`src/design/sem_ram.sv`:
```
`timescale 1ns / 1ps

module sem_ram #(
  parameter int WIDTH = 8,
  parameter int DEPTH = 16
) (
  input  logic                     clk,
  input  logic                     wr_en,
  input  logic [$clog2(DEPTH)-1:0] wr_addr,
  input  logic [WIDTH-1:0]         wr_data,
  input  logic                     rd_en,
  input  logic [$clog2(DEPTH)-1:0] rd_addr,
  output logic [WIDTH-1:0]         rd_data
);

  logic [WIDTH-1:0] mem [DEPTH];

  always_ff @(posedge clk) begin
    if (wr_en) begin
      mem[wr_addr] <= wr_data;
    end
    if (rd_en) begin
      rd_data <= mem[rd_addr];
    end
  end

endmodule

```
`config.mk`:
```
export PLATFORM = sky130hd
export DESIGN_NAME = sem_ram
export DESIGN_NICKNAME = d
export VERILOG_FILES = /design/src/design/sem_ram.sv
export SDC_FILE = /design/constraint.sdc
export NUM_CORES = 1
export LEC_CHECK = 0
export BUFFER_PORTS_ARGS = -buffer_cell sky130_fd_sc_hd__buf_2
export CORE_ASPECT_RATIO = 0.5
export CORE_MARGIN = 5
export CORE_UTILIZATION = 65
export CTS_CLUSTER_SIZE = 12
export DETAILED_ROUTE_END_ITERATION = 8
export PLACE_DENSITY = 0.81
export RECOVER_POWER = 50
export SLEW_MARGIN = 20
export SYNTH_ARGS = -nofsm -noshare
export SYNTH_HDL_FRONTEND = slang
export SYNTH_SLANG_ARGS = --single-unit
```
`constraint.sdc`:
```
create_clock -name clk -period 5.2 [get_ports clk]
set_clock_uncertainty 0.15 [all_clocks]
set_input_delay 1.04 -clock clk [delete_from_list [all_inputs] [get_ports clk]]
set_output_delay 1.04 -clock clk [all_outputs]
set_load 0.03 [all_outputs]
```
==> summary.md <==
| Metric | Value |
|---|---|
| Clock Path Buffers | `2` |
| Critical path required time | `5200 ps` |
| Initial Util | `between 60% and 70%` |
| Fin crit period | `2625 ps` |
| Leak Pwr | `1.991 nW` |
| Area Growth Syn to Fin | `15.49%` |
| Yosys warns | `0` |
| Net count, final | `287` |
| DRC Markers | `0` |
| Total gr overflow | `0` |
| Area of the multi-input gates | `~1100 sq um` |
| Critical path endpoint category | `register` |
| Later-pin clock latency in the skew report | `approximately 420 ps` |
| Initial antenna violation count | `1` |
| Max-slew violations | `0` |
| Gp weighted congestion | `between 0.7 and 0.8` |
| Total CTS buffers | `17` |
| Final period util | `50.47%` |
| Reg clk slew, reported paths | `50 ps` |
| Worst flop-to-flop path startpoint | `mem[4][2]$_DFFE_PP_` |
| CTS Hold Bufs | `0` |
| Non-filler cells, final | `393` |
| Average cell area after synthesis | `22.83 sq um` |
| Area leader, netlist | `edfxtp_1` |
| Peak VDD IR | `0.2928 mV` |
| Buffers on Ports | `26` |
| Final antenna-violating net count | `0` |
| # Post-CTS Setup Buffers | `0` |
| WL final | `10.93 mm` |
| Fillers | `398` |
| # IOs | `27` |
| Die Span Y | `73.42 um` |
| Core area | `7914 sq um` |
| Run status | `finished clean` |
| Post-synth top area share | `78.12%` |
| WL/cell | `approximately 28 um` |
| Synth Net Count | `248` |
| Crit path kind | `in2reg` |
| Area of the mapped netlist | `roughly 5200 sq um` |
| Setup_tns | `0 ps` |
| Clock sinks | `around 140` |
| Worst-path fanout max | `32` |
| H-tree depth | `4` |
| Yosys reg bits | `between 100 and 150` |
| Tot GR Track Use | `24.69%` |
| Vias per inst | `6.542` |
| Ant diodes | `0` |
| Sequential fraction of the synthesis area | `78.12%` |
| Pwr dens | `about 430 nW/um^2` |
| RSZ-0062 raised after global routing | `no` |
| Register area | `4084 sq um` |
| Rows | `23` |
| Netlist cell types | `18` |
| Total die area | `~10000 sq um` |
| Hold_sp | `mem[12][5]$_DFFE_PP_` |
| Slew @ Worst Pin | `948.2 ps` |
| Relative slew margins | `between 30% and 40%` |
| Number of global-route vias before repair | `2725` |
| Final setup violation count | `0` |
| Cells after DPL | `361` |
| CTS tree | `yes` |
| Startpoint Class | `primary input` |
| Share of cells above drive strength 1 | `24.56%` |
| Die W | `136.8 um` |
| Crit path DAT | `2630 ps` |
| 1st-pass router iterations | `7` |
| Clock Tree Root | `clkbuf_16` |
| Global-route wire length before repair | `16.69 mm` |
| Total number of vias | `2571` |
| HPWL Detailed | `6.143 mm` |
| Type of the worst min-delay path | `reg2reg` |
| Worst setup path start | `rd_addr[0]` |
| Initial drt markers | `369` |
| Cells after synthesis | `roughly 230` |
| Top cells by area, synth | `edfxtp_1 (78%), mux4_2 (7.8%), mux4_1 (7.0%)` |
| Largest net degree at the start of global routing | `33` |
| Endpoints failing hold | `0` |
| Cts repair resizes | `0` |
| Max-Cap Viols | `0` |
| F_max | `381.0 MHz` |
-- final cells by class --
| class | count | share of cell area, % |
|---|---|---|
| clock buffers | 17 | 7.047 |
| flip-flops and latches | 136 | 67.65 |
| repair buffers | 30 | 2.425 |
| clock inverters | 15 | 3.047 |
| well taps | 112 | 2.321 |
| multi-input cells | 83 | 17.51 |
-- power breakdown --
| group | internal [W] | total [W] | switching, W | leakage [nW] |
|---|---|---|---|---|
| logic | 0.0000420 | 0.000119 | 0.0000768 | 0.464 |
| clock network | 0.000793 | 0.00123 | 0.000436 | 0.292 |
| registers | 0.00124 | 0.00124 | 0.00000851 | 1.24 |
| total | 0.00207 | 0.00259 | 0.000522 | 1.99 |
-- through the flow --
stage	util (%)	hold WS, ps	worst slack [ps]	area, sq um	power, W
2_1_floorplan	-	554.8	2517	5228	0.001336
3_3_place_gp	68.76	579.8	1850	5441	0.001377
3_5_place_dp	68.76	588.7	1836	5441	0.001383
4_1_cts	76.46	614.6	2260	6051	0.002607
5_1_grt	76.28	653.2	2478	6037	0.002674
6_report	76.28	607.7	2575	6037	0.002593
-- layout by cell type (no fill, tap or decap), types with 2 or more instances in the layout --
cell,instances
a22oi_1,16
buf_2,15
buf_4,4
bufinv_16,4
clkbuf_1,11
clkbuf_16,17
clkinv_2,6
clkinvlp_4,4
edfxtp_1,136
mux4_1,14
mux4_2,18
nand2_1,9
nand2b_1,2
nand3b_1,2
nor2_1,13
nor3_1,4
-- routing by layer --
metal,global-route usage (%),wire [um],vias to the layer above
li1,-,-,1058
met1,34.78,4525,1306
met2,36.86,5079,173
met3,8.140,1049,32
met4,9.513,257,2
met5,0,15,-
-- registers in the layout (all words and copies together) (netlist names) --
name     count
mem        128
rd_data      8
-- synthesized netlist by cell type --
| master | number |
|---|---|
| a22oi_1 | 16 |
| mux4_2 | 18 |
| nand2b_1 | 2 |
| clkdlybuf4s25_2 | 3 |
| buf_4 | 1 |
| nor2b_1 | 1 |
| and2_1 | 1 |
| nand3b_1 | 2 |
| buf_6 | 3 |
| and2b_1 | 1 |
| nand3_1 | 1 |
| nand2_1 | 9 |
| nor3_1 | 4 |
| edfxtp_1 | 136 |
| nor2_1 | 13 |
| buf_2 | 3 |
| mux4_1 | 14 |
| or3b_2 | 1 |
-- critical path, cell delays in order --
cell     delay (ps)
buf_4           470
mux4_1          640
a22oi_1         330
nand2_1         120
-- logic make-up (layout without fill, tap and decap cells) --
| kind of cell | after synthesis | count (layout) | synth area share (%) |
|---|---|---|---|
| flip-flops | 136 | 136 | 78.12 |
| multiplexers | 32 | 32 | 14.79 |
| AND/OR/NAND/NOR | 35 | 35 | 3.136 |
| buffers and inverters | 10 | 62 | 1.651 |
| AO/OA/AOI/OAI | 16 | 16 | 2.298 |
-- worst paths after layout --
kind	slack, ps	depth (start not counted)	to
min reg2reg	610	3	rd_data[5]$_DFFE_PP_
max reg2reg	3450	3	rd_data[2]$_DFFE_PP_
min	610	3	rd_data[5]$_DFFE_PP_
max	2580	4	rd_data[0]$_DFFE_PP_
Note: power is estimated with default switching activity, not from simulation.
